**src/rtl/photon_pair_mass_and_approach_unit_macros.svh**
```systemverilog
// assertion macros used by ppma_back
`ifndef PHOTON_PAIR_MASS_AND_APPROACH_UNIT_MACROS_SVH
`define PHOTON_PAIR_MASS_AND_APPROACH_UNIT_MACROS_SVH

// property checked on every rising clk edge outside reset
`define PPMA_ASSERT(lbl, prop, msg) \
  lbl: assert property (@(posedge clk) disable iff (!rst_n) prop) else $error(msg);

// property checked on every rising clk edge, reset included
`define PPMA_ASSERT_ALWAYS(lbl, prop, msg) \
  lbl: assert property (@(posedge clk) prop) else $error(msg);

`endif

```
**src/rtl/ppma_pkg.sv**
```systemverilog
package ppma_pkg;

  localparam int QDEPTH = 2;
  localparam int QAW    = 1;

  localparam int DVW = 51;
  localparam int DQW = 18;

  localparam logic [20:0] MASS_MAX = 21'h1FFFFF;
  localparam logic [15:0] DIST_MAX = 16'hFFFF;

  localparam logic [2:0] REG_BOX_X_LOW  = 3'd0;
  localparam logic [2:0] REG_BOX_X_HIGH = 3'd1;
  localparam logic [2:0] REG_BOX_Y_LOW  = 3'd2;
  localparam logic [2:0] REG_BOX_Y_HIGH = 3'd3;
  localparam logic [2:0] REG_BOX_Z_LOW  = 3'd4;
  localparam logic [2:0] REG_BOX_Z_HIGH = 3'd5;

  typedef struct packed {
    logic [15:0] sx;
    logic [15:0] sy;
    logic [15:0] sz;
    logic [15:0] dx;
    logic [15:0] dy;
    logic [15:0] dz;
    logic [19:0] energy;
    logic [15:0] len;
  } shower_t;

  typedef struct packed {
    shower_t a;
    shower_t b;
  } pair_t;

  typedef struct packed {
    logic [15:0] xl;
    logic [15:0] xh;
    logic [15:0] yl;
    logic [15:0] yh;
    logic [15:0] zl;
    logic [15:0] zh;
  } box_t;

  typedef struct packed {
    logic [20:0] mass;
    logic [15:0] approach;
    logic [1:0]  cnt;
    logic        degen;
  } result_t;

  typedef struct packed {
    logic        start;
    logic [63:0] radicand;
  } sqrt_req_t;

  typedef struct packed {
    logic           start;
    logic [DVW-1:0] dividend;
    logic [31:0]    divisor;
  } div_req_t;

  function automatic logic signed [33:0] sx34(input logic [15:0] v);
    return $signed({{18{v[15]}}, v});
  endfunction

  function automatic logic signed [16:0] sx17(input logic [15:0] v);
    return $signed({v[15], v});
  endfunction

endpackage

```
**src/rtl/ppma_queue.sv**
```systemverilog
module ppma_queue (
  input  logic              clk,
  input  logic              rst_n,
  input  logic              wr_en,
  input  ppma_pkg::pair_t   wr_data,
  output logic              full,
  input  logic              rd_en,
  output ppma_pkg::pair_t   rd_data,
  output logic              empty
);

  ppma_pkg::pair_t         mem_r [ppma_pkg::QDEPTH];
  logic [ppma_pkg::QAW-1:0] wp_r;
  logic [ppma_pkg::QAW-1:0] rp_r;
  logic [ppma_pkg::QAW:0]   cnt_r;

  assign full    = (cnt_r == (ppma_pkg::QAW+1)'(ppma_pkg::QDEPTH));
  assign empty   = (cnt_r == '0);
  assign rd_data = mem_r[rp_r];

  always_ff @(posedge clk) begin
    if (wr_en && !full) begin
      mem_r[wp_r] <= wr_data;
    end
    if (!rst_n) begin
      wp_r  <= '0;
      rp_r  <= '0;
      cnt_r <= '0;
    end else begin
      if (wr_en && !full) begin
        wp_r <= wp_r + 1'b1;
      end
      if (rd_en && !empty) begin
        rp_r <= rp_r + 1'b1;
      end
      cnt_r <= cnt_r + (ppma_pkg::QAW+1)'(wr_en && !full)
                     - (ppma_pkg::QAW+1)'(rd_en && !empty);
    end
  end

endmodule

```
**config.mk**
```make
export PLATFORM = sky130hd
export DESIGN_NAME = ppma_queue
export DESIGN_NICKNAME = d
export VERILOG_FILES = /design/src/rtl/photon_pair_mass_and_approach_unit_macros.svh /design/src/rtl/ppma_pkg.sv /design/src/rtl/ppma_queue.sv
export SDC_FILE = /design/constraint.sdc
export NUM_CORES = 1
export LEC_CHECK = 0
export ABC_AREA = 1
export BUFFER_PORTS_ARGS = -buffer_cell sky130_fd_sc_hd__buf_2
export CAP_MARGIN = 20
export CORE_AREA = 5 5 202 204
export CTS_BUF_LIST = sky130_fd_sc_hd__clkbuf_2 sky130_fd_sc_hd__clkbuf_4 sky130_fd_sc_hd__clkbuf_8
export CTS_CLUSTER_SIZE = 12
export DETAILED_ROUTE_END_ITERATION = 8
export DIE_AREA = 0 0 207 209
export PLACE_DENSITY_LB_ADDON = 0.3
export SYNTH_ARGS = -nofsm -noshare
export SYNTH_HDL_FRONTEND = slang
export SYNTH_SLANG_ARGS = --single-unit
export TNS_END_PERCENT = 20
```
**constraint.sdc**
```tcl
create_clock -name clk -period 14.2 [get_ports clk]
set_input_delay 0.71 -clock clk [delete_from_list [all_inputs] [get_ports clk]]
set_output_delay 0.71 -clock clk [all_outputs]
set_load 0.05 [all_outputs]
```
==> results_dict.tcl <==
set metrics [dict create \
    ys.flop_type "edfxtp_1" \
    grt_pass1_vias 10921 \
    worstPathArrival_ns 3.82 \
    finClkSkew_ns 0.02425 \
    fill_cells 2872 \
    synth_nets 1129 \
    clk_pin_slew_ns 0.06 \
    fin_nets 1728 \
    cp_common_cell "buf_4" \
    drive_above_1_share_pct 61.54 \
    gp_congestion 0.8133 \
    post_cts_buffers 0 \
    power_density_nw_per_um2 205.2 \
    syn-cell-area_um2 19460 \
    cts_hold_buf 0 \
    min_period_ns 4.535 \
    grt_max_degree 118 \
    setup_viol 0 \
    grt-ovfl-total 0 \
    yosysSeqAreaShare_pct 81.99 \
    yosys_warnings 0 \
    yosysMostFrequentCell "edfxtp_1" \
    clockBufferDepth 3 \
    tightest_slew_ns 1.097 \
    post-route-period-util_pct 31.94 \
    vias 10294 \
    grt_use_total_pct 19.81 \
    async_flop_share_pct 0 \
    io_buffers 533 \
    synth_edf_count 528 \
    fp-row-count 73 \
    die_w_um 207 \
    critPathSlowestCell "buf_4" \
    final_area_um2 24110 \
    final_cell_count_no_fill 2064 \
    initial_core_util_pct 49.78 \
    worstSetupEndpointType "output port" \
    ys_top_cells_by_area "edfxtp_1 81%, mux2_2 15%, clkbuf_8 1.6%" \
    placed_area_um2 22490 \
    drtIter0Drc 582 \
    r2r_setup_slack_ns 11.36 \
    fin_ws_ns 9.665 \
    start_kind "flop" \
    slowest_delay_ns 0.85 \
    regArea_um2 15960 \
    slew_violations 0 \
    synth_area_per_cell_um2 22.65 \
    io_pins 534 \
    cts_max_level 3 \
    syn2layout_area_growth_pct 23.91 \
    p_leak_nw 9.021 \
    wire_per_inst_um 21.58 \
    crit_chain "buf_4 > buf_4 > mux2_2 > buf_2" \
    crit_path_max_fanout 73 \
    grt_pass1_wl_um 64770 \
    ys_ff_latch 533 \
    status "finished, final reports clean" \
    required_ns 13.49 \
    vdd_drop_max_v 0.0001872 \
    dp_cells 1897 \
    clk_latency_ns 0.63 \
    core_area_um2 39090 \
    firstDrtPassIters 5 \
    multi_input_area_um2 3094 \
    dieHeight_um 209 \
    maxCapViolCount 0 \
    worstHoldPathCells 1 \
    cts_sinks 533 \
    critical_path_class "reg -> out" \
    syn_inst 859 \
    power_mw 4.948 \
    synth_top_area_share_pct 81.48 \
    antenna_left 0 \
    ys_types 11 \
    yosys-top-cells-count "528 x edfxtp_1, 264 x mux2_2, 23 x clkbuf_8, 9 x inv_1, 9 x nand2_1" \
    viasPerCell 4.987 \
    post-route-drc-count 0 \
    design.die.area_um2 43260 \
    hpwlAfterDp_um 31110 \
    hp-class "in -> reg" \
    r2r_cells 5 \
    cts_tree "done" \
    wl_um 44530 \
    yosysTopAreaCell "edfxtp_1" \
    antenna_found_initial 23 \
    hold_viol_final 0 \
    cts-root-buf "clkbuf_8" \
    cts_buffers 84 \
    tns_ns 0 \
    rsz0062_at_grt "false" \
    cts-resized-gates 0 \
    slew_headroom_pct 26.83 \
    pre_cts_ws_ns 10.31 \
    fmax_mhz 220.5 \
]
## metrics by stage
| stage | hold slack (ns) | util [%] |
|---|---|---|
| 2_1_floorplan | 0.4675 | - |
| 3_3_place_gp | 0.4777 | 57.52 |
| 3_5_place_dp | 0.4965 | 57.52 |
| 4_1_cts | 0.1966 | 61.56 |
| 5_1_grt | 0.2101 | 61.64 |
| 6_report | 0.2579 | 61.68 |
## kinds of logic after synthesis
kind of cell	after synthesis	synth area share [%]
muxes	264	15.28
DFF	533	81.99
AOI/OAI and AO/OA	2	0.05144
buffers and inverters	38	2.147
and+or+nand+nor	20	0.4050
adders and majority gates	2	0.1286
## cells in the final DEF, fill, tap and decap left out
master / count
clkinvlp_4: 4
a21oi_1: 2
buf_4: 9
mux2_2: 264
inv_6: 2
dfxtp_4: 1
nor2_1: 7
nand2_1: 9
ha_1: 2
edfxtp_1: 528
clkbuf_4: 20
bufinv_16: 2
inv_8: 1
buf_2: 533
diode_2: 18
clkinv_2: 14
clkbuf_8: 85
dfxtp_1: 4
inv_1: 8
nand3_1: 3
clkinv_1: 22
nor2_4: 1
## worst max-delay path, delay by kind of cell, from the launching register on
family	cells	cell delay (ns)
flops	1	0.76
mux	1	0.43
buf+inv	3	1.88
## path summary, 6_finish.rpt
check	start	to
worst max-delay path	flop	rd_data[205]
worst min-delay path	wr_data[98]	mem_r[1][98]
worst max register to register	cnt_r[0]	mem_r[1][163]
worst min register to register	rp_r	flop
## metal layers
layer / global-route usage, % / share of wire (%)
met1: 21.68 / 36
met2: 33.27 / 50
met3: 8.918 / 11
met4: 9.166 / 3.2
met5: 0 / 0.12
## layout make-up
class | instances | share of cell area (%)
repair buffers | 542 | 11.34
diodes | 18 | 0.1868
inverters | 9 | 0.1712
flip-flops and latches | 533 | 66.19
clock buffers | 105 | 5.475
well taps | 525 | 2.724
multi-input cells | 288 | 12.83
clock inverters | 44 | 1.079
## power by group
part	internal, mW	switching [mW]	leakage (nW)
clock network	0.649	0.563	0.830
logic	0.424	1.25	3.22
registers	2.00	0.0673	4.97
## registers in the layout, indices dropped and copies added (netlist names), named ones only
name	cells
wp_r	1
mem_r	528
cnt_r	2
rp_r	1
No activity file was read; power rests on OpenSTA's default activity.
