$ cat src/rtl/photon_pair_mass_and_approach_unit_macros.svh
// assertion macros used by ppma_back
`ifndef PHOTON_PAIR_MASS_AND_APPROACH_UNIT_MACROS_SVH
`define PHOTON_PAIR_MASS_AND_APPROACH_UNIT_MACROS_SVH

// property checked on every rising clk edge outside reset
`define PPMA_ASSERT(lbl, prop, msg) \
  lbl: assert property (@(posedge clk) disable iff (!rst_n) prop) else $error(msg);

// property checked on every rising clk edge, reset included
`define PPMA_ASSERT_ALWAYS(lbl, prop, msg) \
  lbl: assert property (@(posedge clk) prop) else $error(msg);

`endif

$ cat src/rtl/ppma_pkg.sv
package ppma_pkg;

  localparam int QDEPTH = 2;
  localparam int QAW    = 1;

  localparam int DVW = 51;
  localparam int DQW = 18;

  localparam logic [20:0] MASS_MAX = 21'h1FFFFF;
  localparam logic [15:0] DIST_MAX = 16'hFFFF;

  localparam logic [2:0] REG_BOX_X_LOW  = 3'd0;
  localparam logic [2:0] REG_BOX_X_HIGH = 3'd1;
  localparam logic [2:0] REG_BOX_Y_LOW  = 3'd2;
  localparam logic [2:0] REG_BOX_Y_HIGH = 3'd3;
  localparam logic [2:0] REG_BOX_Z_LOW  = 3'd4;
  localparam logic [2:0] REG_BOX_Z_HIGH = 3'd5;

  typedef struct packed {
    logic [15:0] sx;
    logic [15:0] sy;
    logic [15:0] sz;
    logic [15:0] dx;
    logic [15:0] dy;
    logic [15:0] dz;
    logic [19:0] energy;
    logic [15:0] len;
  } shower_t;

  typedef struct packed {
    shower_t a;
    shower_t b;
  } pair_t;

  typedef struct packed {
    logic [15:0] xl;
    logic [15:0] xh;
    logic [15:0] yl;
    logic [15:0] yh;
    logic [15:0] zl;
    logic [15:0] zh;
  } box_t;

  typedef struct packed {
    logic [20:0] mass;
    logic [15:0] approach;
    logic [1:0]  cnt;
    logic        degen;
  } result_t;

  typedef struct packed {
    logic        start;
    logic [63:0] radicand;
  } sqrt_req_t;

  typedef struct packed {
    logic           start;
    logic [DVW-1:0] dividend;
    logic [31:0]    divisor;
  } div_req_t;

  function automatic logic signed [33:0] sx34(input logic [15:0] v);
    return $signed({{18{v[15]}}, v});
  endfunction

  function automatic logic signed [16:0] sx17(input logic [15:0] v);
    return $signed({v[15], v});
  endfunction

endpackage

$ cat src/rtl/ppma_front.sv
module ppma_front (
  input  logic              clk,
  input  logic              rst_n,
  input  logic              push,
  input  logic              mode,
  input  ppma_pkg::shower_t shower,
  input  logic              q_full,
  output logic              q_wr,
  output ppma_pkg::pair_t   q_data
);

  ppma_pkg::shower_t held_r;
  logic              held_valid_r;
  logic              acc;

  assign acc    = push && !q_full;
  assign q_wr   = acc && mode && held_valid_r;
  assign q_data = '{a: held_r, b: shower};

  always_ff @(posedge clk) begin
    if (acc && !mode) begin
      held_r <= shower;
    end
    if (!rst_n) begin
      held_valid_r <= 1'b0;
    end else if (acc && !mode) begin
      held_valid_r <= 1'b1;
    end else if (q_wr) begin
      held_valid_r <= 1'b0;
    end
  end

endmodule

$ cat config.mk
export PLATFORM = sky130hd
export DESIGN_NAME = ppma_front
export DESIGN_NICKNAME = d
export VERILOG_FILES = /design/src/rtl/photon_pair_mass_and_approach_unit_macros.svh /design/src/rtl/ppma_pkg.sv /design/src/rtl/ppma_front.sv
export SDC_FILE = /design/constraint.sdc
export NUM_CORES = 1
export LEC_CHECK = 0
export BUFFER_PORTS_ARGS = -buffer_cell sky130_fd_sc_hd__buf_4
export CAP_MARGIN = 30
export CORE_AREA = 2 2 155 157
export CTS_CLUSTER_DIAMETER = 150
export DETAILED_ROUTE_END_ITERATION = 8
export DIE_AREA = 0 0 157 159
export PLACE_DENSITY_LB_ADDON = 0.1
export SETUP_SLACK_MARGIN = 0.05
export SYNTH_ARGS = -nofsm -noshare
export SYNTH_HDL_FRONTEND = slang
export SYNTH_SLANG_ARGS = --single-unit
$ cat constraint.sdc
create_clock -name clk -period 13.4 [get_ports clk]
set_clock_uncertainty 0.15 [all_clocks]
set_input_delay 3.35 -clock clk [delete_from_list [all_inputs] [get_ports clk]]
set_output_delay 3.35 -clock clk [all_outputs]
set_load 0.01 [all_outputs]
==> results of run 1 <==
-- power breakdown --
part	switching, mW	internal [mW]	leakage (nW)
sequential	0.00493	0.480	1.22
clock	0.173	0.291	0.278
combinational	0.0564	0.0724	1.98
total	0.234	0.843	3.47
-- flip-flops by register name, indices dropped and copies added, names as in the netlist --
| name | count |
|---|---|
| held_valid_r | 1 |
| q_data | 132 |
-- kinds of logic after synthesis --
group	after synthesis	synth area share, %
flops	133	79.4
buf+inv	132	19.7
simple gates	4	0.698
compound gates	1	0.199
-- how the worst max path moves through the flow --
stage	start	to	slack, ns	depth (start not counted)
after floorplan	push	q_wr	6.23	2
after global placement	push	q_wr	6.01	4
after detailed placement	push	q_wr	6.01	4
after CTS	push	q_wr	6.01	4
after global routing	push	q_wr	5.99	4
final	push	q_wr	6.01	4
-- worst max-delay path, stage by stage --
cell and delay (ns):
buf_4 0.11, nor2b_4 0.12, and3_1 0.17, buf_4 0.14
-- placed cells by master, fill, tap and decap left out --
master      count
o211a_1         1
buf_4         402
dfxtp_1         1
nand3b_1        1
buf_16          1
inv_6           1
edfxtp_1      132
clkbuf_16      17
clkinvlp_4      3
bufinv_16       3
and3_1          1
clkbuf_1        1
and2b_4         1
clkinv_2        2
nor2b_4         1
clkinv_4        3
-- per-layer routing --
metal | up-vias | part of all wire (%)
li1 | 1414 | -
met1 | 1458 | 33
met2 | 226 | 54
met3 | 15 | 11
met4 | 0 | 1.9
met5 | - | 0
-- Yosys cell counts, drive strengths merged --
cell type	n	area (um2)
and2b	1	7.51
and3	1	6.26
buf	132	991
dfxtp	1	20.0
edfxtp	132	3960
nand3b	1	7.51
nor2b	1	13.8
o211a	1	10.0
-- area by class of cell --
type / count / area [um2] / share of cell area (%)
sequential: 133 / 3980 / 49.4
timing repair buffer: 403 / 3050 / 37.8
clock buffer: 18 / 429 / 5.32
tap: 319 / 399 / 4.95
clock inverter: 12 / 158 / 1.96
multi-input combinational: 5 / 47.5 / 0.590
==> flow_metrics.tcl, run 1 <==
set metrics [dict create \
    maxCapViolations 0 \
    dieArea_um2 25000 \
    rsz0062_at_grt "false" \
    path_max_fanout 3 \
    via_count 3113 \
    path_class "primary input to primary output" \
    numCtsBuffers 17 \
    nets 697 \
    max_slew_margin_pct 42.0 \
    nFillCells 2268 \
    worstMarginPinSlew_ns 0.871 \
    cts_resized 0 \
    fin_total_pwr_mw 1.08 \
    ctsLongestPathBuffers 2 \
    avgSynthCellArea_um2 18.6 \
    postLayoutCoreUtil_pct 34.8 \
    finalCritPeriodShare_pct 55.2 \
    ios 402 \
    fin_cells 890 \
    hold_path_end "held_valid_r" \
    synth_area_um2 5020 \
    firstDrtPassIters 4 \
    wl_per_cell_um 15.4 \
    yosysUniqueCellTypes 8 \
    coreArea_um2 23200 \
    required_ns 9.90 \
    hold_path_class "register to register" \
    cts_tree "yes" \
    wl_um 13700 \
    final_area_um2 8060 \
    r2r-end "held_valid_r" \
    use_met1_pct 9.93 \
    gr-usage-all-layers_pct 10.4 \
    insertion_delay_ns 0.41 \
    htreeDepth 4 \
    clkSlewWorstSetupHoldPaths_ns 0.06 \
    synth_nets 407 \
    drcViolationCount 0 \
    overflow 0 \
    outcome "finished clean" \
    r2r_start "held_valid_r" \
    fin_ws_ns 6.01 \
    r2r_cells 1 \
    setup_viol 0 \
    synth_cells 270 \
    max_freq_ghz 0.135 \
    critPathLaunchType "primary input" \
    area_growth_syn_to_layout_pct 60.6 \
    min_path_cells 1 \
    endpoint_kind "primary output" \
    grt_pass1_vias 3165 \
    grt.met2_usage_pct 19.1 \
    power.leakage_nw 3.47 \
    fin_setup_tns_ns 0 \
    ant_nets 0 \
    powerDensity_nw_per_um2 134 \
    die_w_um 157 \
    dp_cells 860 \
    io_buffers 401 \
    antenna_found_initial 0 \
    pre_cts_ws_ns 6.01 \
    diodes 0 \
    busiest_layer "met2" \
    place_area_um2 7480 \
    arrival_ns 3.89 \
    ir_drop_mv 0.0691 \
    yosys_warnings 0 \
    ctsHoldBuffers 0 \
    grt_pass1_wl_um 19100 \
    hp-start "held_valid_r" \
    final_hold_viol_count 0 \
    cts_setup_buffers 0 \
    grt_max_degree 69 \
    row_count 56 \
    finalCriticalPeriod_ns 7.39 \
    viasPerCell 3.50 \
    ys_seq_elements 133 \
    final_layout_size_suffix_gt1_share_pct 76.0 \
    drv_slew 0 \
    grt_util_met3_pct 4.76 \
    hold_ws_ns 0.340 \
    cts_root_buf "clkbuf_16" \
    r2r_setup_slack_ns 12.64 \
    fp.dieH_um 159 \
    seq_area_frac_synth_pct 79.4 \
    hpwl_um 10900 \
    cts.sinks 133 \
    drtIter0Drc 104 \
    start_util_pct 21.6 \
    gp_congestion 0.701 \
]
Note: power is estimated with default switching activity, not from simulation.
==> run 2: changes to the inputs <==
Settings changed: ABC_AREA from default to 1.
Clock period 13.4 ns to 6.3 ns, I/O delays scaled along.
==> run 2 against run 1 <==
Compared with the run above:
- clock power increased by 110%
- largest power group unchanged
- die area is the same
- critical path depth rose by 1
- highest routed layer unchanged
==> flow_metrics.tcl, run 2 <==
set metrics [dict create \
    start_util_pct 21.6 \
    yosysUniqueCellTypes 9 \
    synth-main-ff-cell "edfxtp_1" \
    wl_per_cell_um 15.6 \
    gp_congestion 0.710 \
    hold_path_class "register to register" \
    outcome "finished clean" \
    diodes 0 \
    seq_area_frac_synth_pct 79.4 \
    via_count 3126 \
    yosys_warnings 0 \
    postLayoutCoreUtil_pct 34.7 \
    overflow 0 \
    dp_cells 864 \
    numCtsBuffers 17 \
    pre_cts_ws_ns 2.55 \
    pwr-share-seq_pct 45.1 \
    power_frac_comb_pct 12.0 \
    dieArea_um2 25000 \
    hpwl_um 10900 \
    die_w_um 157 \
    critPathLaunchType "primary input" \
    fin_ws_ns 2.55 \
    drcViolationCount 0 \
    clkSlewWorstSetupHoldPaths_ns 0.06 \
    htreeDepth 4 \
    nets 701 \
    grt_pass1_vias 3178 \
    final_hold_viol_count 0 \
    path_max_fanout 3 \
    yosys-top-cells-area "edfxtp_1, buf_4, dfxtp_1" \
    wl_um 14000 \
    worstMarginPinSlew_ns 0.778 \
    cts_setup_buffers 0 \
    hold_ws_ns 0.401 \
    max_slew_margin_pct 48.1 \
    synth_top_area_share_pct 79.0 \
    nFillCells 2263 \
    row_count 56 \
    ir_drop_mv 0.142 \
    power.leakage_nw 3.45 \
    required_ns 4.58 \
    pwr-share-clk_pct 42.9 \
    antenna_found_initial 0 \
    cts_resized 0 \
    setup_viol 0 \
    maxCapViolations 0 \
    endpoint_kind "primary output" \
    final-seq-area_um2 3980 \
    fin_cells 896 \
    synthTopCellsByCount "buf_4, edfxtp_1, nor2_1" \
    power_switching_mw 0.524 \
    final_layout_size_suffix_gt1_share_pct 75.6 \
    grt_max_degree 62 \
    fin_setup_tns_ns 0 \
    multi_input_area_um2 41.3 \
    ios 402 \
    synth_nets 411 \
    firstDrtPassIters 4 \
    viasPerCell 3.49 \
    gr-usage-all-layers_pct 10.6 \
    io_buffers 401 \
    coreArea_um2 23200 \
    mostFrequentLayoutCell "buf_4" \
    fp.dieH_um 159 \
    path_class "primary input to primary output" \
    cts_root_buf "clkbuf_16" \
    insertion_delay_ns 0.41 \
    synth_cells 274 \
    p_int_mw 1.76 \
    rsz0062_at_grt "false" \
    cts_tree "yes" \
    powerDensity_nw_per_um2 284 \
    synth_top_cell_by_area "edfxtp_1" \
    swShare_pct 22.9 \
    drtIter0Drc 116 \
    cts.sinks 133 \
    largest_register_ffs 132 \
    ctsLongestPathBuffers 2 \
    arrival_ns 2.03 \
    synth-edff-count 132 \
    final_cell_mix "buf_4, edfxtp_1, clkbuf_16" \
    async_flop_share_pct 0 \
    drv_slew 0 \
    avgSynthCellArea_um2 18.3 \
    finalCritPeriodShare_pct 59.5 \
    ys_seq_elements 133 \
    max_freq_ghz 0.267 \
    finalCriticalPeriod_ns 3.75 \
    synth_area_um2 5020 \
    ant_nets 0 \
    area_growth_syn_to_layout_pct 60.2 \
    ctsHoldBuffers 0 \
    grt_pass1_wl_um 19200 \
]
-- run 2: changes by cell type after synthesis --
cell / delta
nor2_1: +3
nand2_1: +2
a21oi_1: +1
and2b_1: -1
and3_1: -1
inv_1: +1
inv_2: +1
nand3_2: +1
nand3b_1: -1
nor2b_4: -1
o211a_1: -1
-- run 2: cell type report --
cell class                      count  area share (%)
Multi-Input combinational cell      7           0.514
Timing Repair Buffer              403            37.6
Clock buffer                       19            5.39
Clock inverter                     13            1.84
Inverter                            2          0.0934
Tap cell                          319            4.97
Sequential cell                   133            49.6
-- run 2: per-stage QoR --
step / total power, mW / area, um2
after detailed placement: 1.33 / 7460
after CTS: 2.33 / 8040
after global routing: 2.38 / 8040
after global placement: 1.33 / 7460
final: 2.29 / 8040
after floorplan: 1.17 / 5020
-- run 2: kinds of logic after synthesis --
group                  count (synthesis)  synth area share [%]
AO/OA/AOI/OAI                          1                0.0997
buffers and inverters                134                  19.9
AND/OR/NAND/NOR                        6                 0.574
flip-flops                           133                  79.4
-- run 2: critical path: stages --
cell and delay, ns:
buf_4 0.11, inv_2 0.06, nand3_2 0.06, nor2_1 0.09, buf_4 0.12
-- run 2: worst paths after layout --
| check | start | to | slack (ns) | cells past startpoint |
|---|---|---|---|---|
| worst max register to register | held_valid_r | held_valid_r | 5.53 | 2 |
| worst max-delay path | q_full | q_wr | 2.55 | 5 |
| worst min-delay path | held_valid_r | held_valid_r | 0.40 | 2 |
| worst min register to register | held_valid_r | held_valid_r | 0.40 | 2 |
-- run 2: per-layer routing --
layer	up-vias	GRT usage, %	routed length, um
li1	1426	-	-
met1	1458	10.6	4870
met2	228	19.2	7410
met3	14	4.57	1430
met4	0	4.34	242
met5	-	0	0
-- run 2: power groups by stage --
| stage | Clock [mW] | Sequential [mW] | Combinational, mW |
|---|---|---|---|
| floorplan | 0 | 1.07 | 0.0967 |
| global placement | 0 | 1.05 | 0.281 |
| detailed placement | 0 | 1.05 | 0.280 |
| CTS | 1.02 | 1.03 | 0.281 |
| global route | 1.05 | 1.03 | 0.292 |
| finish | 0.981 | 1.03 | 0.274 |
==> run 3: changes to the inputs <==
Clock period 6.3 ns to 3.4 ns, I/O delays scaled along.
==> run 3 against run 2 <==
Compared with the run above:
- worst hold slack lost 0.066 ns
- register-to-register slack lost 2.9 ns
- non-clock buffer count is the same
- wire length grew 0.34%
- total power grew 92%
- highest routed layer unchanged
- clock-buffer cell count shrank 2
- final area grew 1.3%
- combinational power grew 87%
- first-iteration DRC count shrank 1.7%
==> flow_metrics.tcl, run 3 (same netlist as run 2, synthesis figures left out) <==
set metrics [dict create \
    htreeDepth 4 \
    hpwl_um 11100 \
    cts.sinks 133 \
    fin_ws_ns 1.07 \
    outcome "finished clean" \
    largest_register_ffs 132 \
    worstMarginPinSlew_ns 0.385 \
    diodes 0 \
    drtIter0Drc 114 \
    power_switching_mw 0.929 \
    maxCapViolations 0 \
    cts_root_buf "clkbuf_16" \
    cts_resized 0 \
    pre_cts_ws_ns 1.07 \
    max_freq_ghz 0.429 \
    via_count 3106 \
    path_max_fanout 3 \
    fp.dieH_um 159 \
    io_buffers 401 \
    dp_cells 864 \
    insertion_delay_ns 0.41 \
    r2r_cells 2 \
    overflow 0 \
    fin_cells 894 \
    swShare_pct 21.1 \
    area_growth_syn_to_layout_pct 62.3 \
    powerDensity_nw_per_um2 540 \
    critPathLaunchType "primary input" \
    drcViolationCount 0 \
    start_util_pct 21.6 \
    ctsLongestPathBuffers 2 \
    cts_tree "yes" \
    final_area_um2 8140 \
    numCtsBuffers 17 \
    firstDrtPassIters 4 \
    hp-start "held_valid_r" \
    gr-usage-all-layers_pct 10.7 \
    nFillCells 2259 \
    grt_max_degree 69 \
    finalCritPeriodShare_pct 68.6 \
    min_path_cells 2 \
    r2r_start "held_valid_r" \
    viasPerCell 3.47 \
    final_cell_mix "buf_4, edfxtp_1, clkbuf_16" \
    die_w_um 157 \
    antenna_found_initial 0 \
    hold_path_end "held_valid_r" \
    rsz0062_at_grt "false" \
    place_area_um2 7510 \
    fin_setup_tns_ns 0 \
    power_frac_comb_pct 11.7 \
    row_count 56 \
    p_int_mw 3.47 \
    clkSlewWorstSetupHoldPaths_ns 0.06 \
    final_layout_size_suffix_gt1_share_pct 75.8 \
    pwr-share-clk_pct 44.9 \
    hold_path_class "register to register" \
    drv_slew 0 \
    path_class "primary input to primary output" \
    grt_pass1_wl_um 19100 \
    max_slew_margin_pct 74.4 \
    cts_setup_buffers 0 \
    finalCriticalPeriod_ns 2.33 \
    gp_congestion 0.675 \
    grt_pass1_vias 3145 \
    ant_nets 0 \
    mostFrequentLayoutCell "buf_4" \
    hold_ws_ns 0.335 \
    ctsHoldBuffers 0 \
    pwr-share-seq_pct 43.4 \
    ios 402 \
    coreArea_um2 23200 \
    required_ns 2.40 \
    setup_viol 0 \
    wl_per_cell_um 15.7 \
    r2r_setup_slack_ns 2.67 \
    final_hold_viol_count 0 \
    arrival_ns 1.33 \
    crit_path_start "q_full" \
    ir_drop_mv 0.276 \
    power.leakage_nw 3.50 \
    r2r-end "held_valid_r" \
    wl_um 14000 \
    nets 701 \
    endpoint_kind "primary output" \
    dieArea_um2 25000 \
]
==> run 3: changes by cell type in the layout (fill, tap and decap cells not counted), sizes merged <==
cell | previous run | this run
inv | 6 | 2
bufinv | 2 | 5
clkinv | 3 | 6
clkbuf | 19 | 17
clkinvlp | 4 | 2
==> run 3: worst max path at each step <==
| stage | to | slack [ns] | cells after the start |
|---|---|---|---|
| 2_1_floorplan | q_data[132] | -0.05 | 3 |
| 3_3_place_gp | q_wr | 1.06 | 5 |
| 3_5_place_dp | q_wr | 1.07 | 5 |
| 4_1_cts | q_wr | 1.06 | 5 |
| 5_1_grt | q_wr | 1.04 | 5 |
| 6_report | q_wr | 1.07 | 5 |
==> run 3: metrics by stage <==
stage | total power, mW | utilization [%]
after floorplan | 2.17 | -
after global placement | 2.47 | 32.4
after detailed placement | 2.47 | 32.4
after CTS | 4.49 | 35.1
after global routing | 4.58 | 35.1
final | 4.40 | 35.1
==> run 3: power by group through the flow <==
stage	sequential, mW	combinational (mW)	clock [mW]
final	1.91	0.513	1.97
after CTS	1.91	0.527	2.05
after floorplan	1.99	0.181	0
after global placement	1.94	0.527	0
after detailed placement	1.95	0.526	0
after global routing	1.92	0.548	2.12
==> run 3: routing by layer <==
layer | global-route usage (%) | routed length, um | vias to the layer above | share of wire [%]
met5 | 0 | 0 | - | 0
met4 | 3.88 | 159 | 0 | 1.1
met3 | 4.95 | 1470 | 9 | 11
met2 | 19.4 | 7550 | 222 | 54
met1 | 10.5 | 4810 | 1456 | 34
li1 | - | - | 1419 | -
==> run 3: cell type report <==
| class | count | area, um2 | share of cell area [%] |
|---|---|---|---|
| Tap cell | 319 | 399 | 4.90 |
| Timing Repair Buffer | 403 | 3050 | 37.5 |
| Clock buffer | 17 | 425 | 5.23 |
| Sequential cell | 133 | 3980 | 48.9 |
| Clock inverter | 13 | 209 | 2.57 |
| Inverter | 2 | 23.8 | 0.292 |
| Multi-Input combinational cell | 7 | 48.8 | 0.599 |
==> run 3: critical path: stages <==
cell and delay, ns:
buf_4 0.15, inv_16 0.06, nand3_2 0.05, nor2_1 0.09
buf_4 0.13
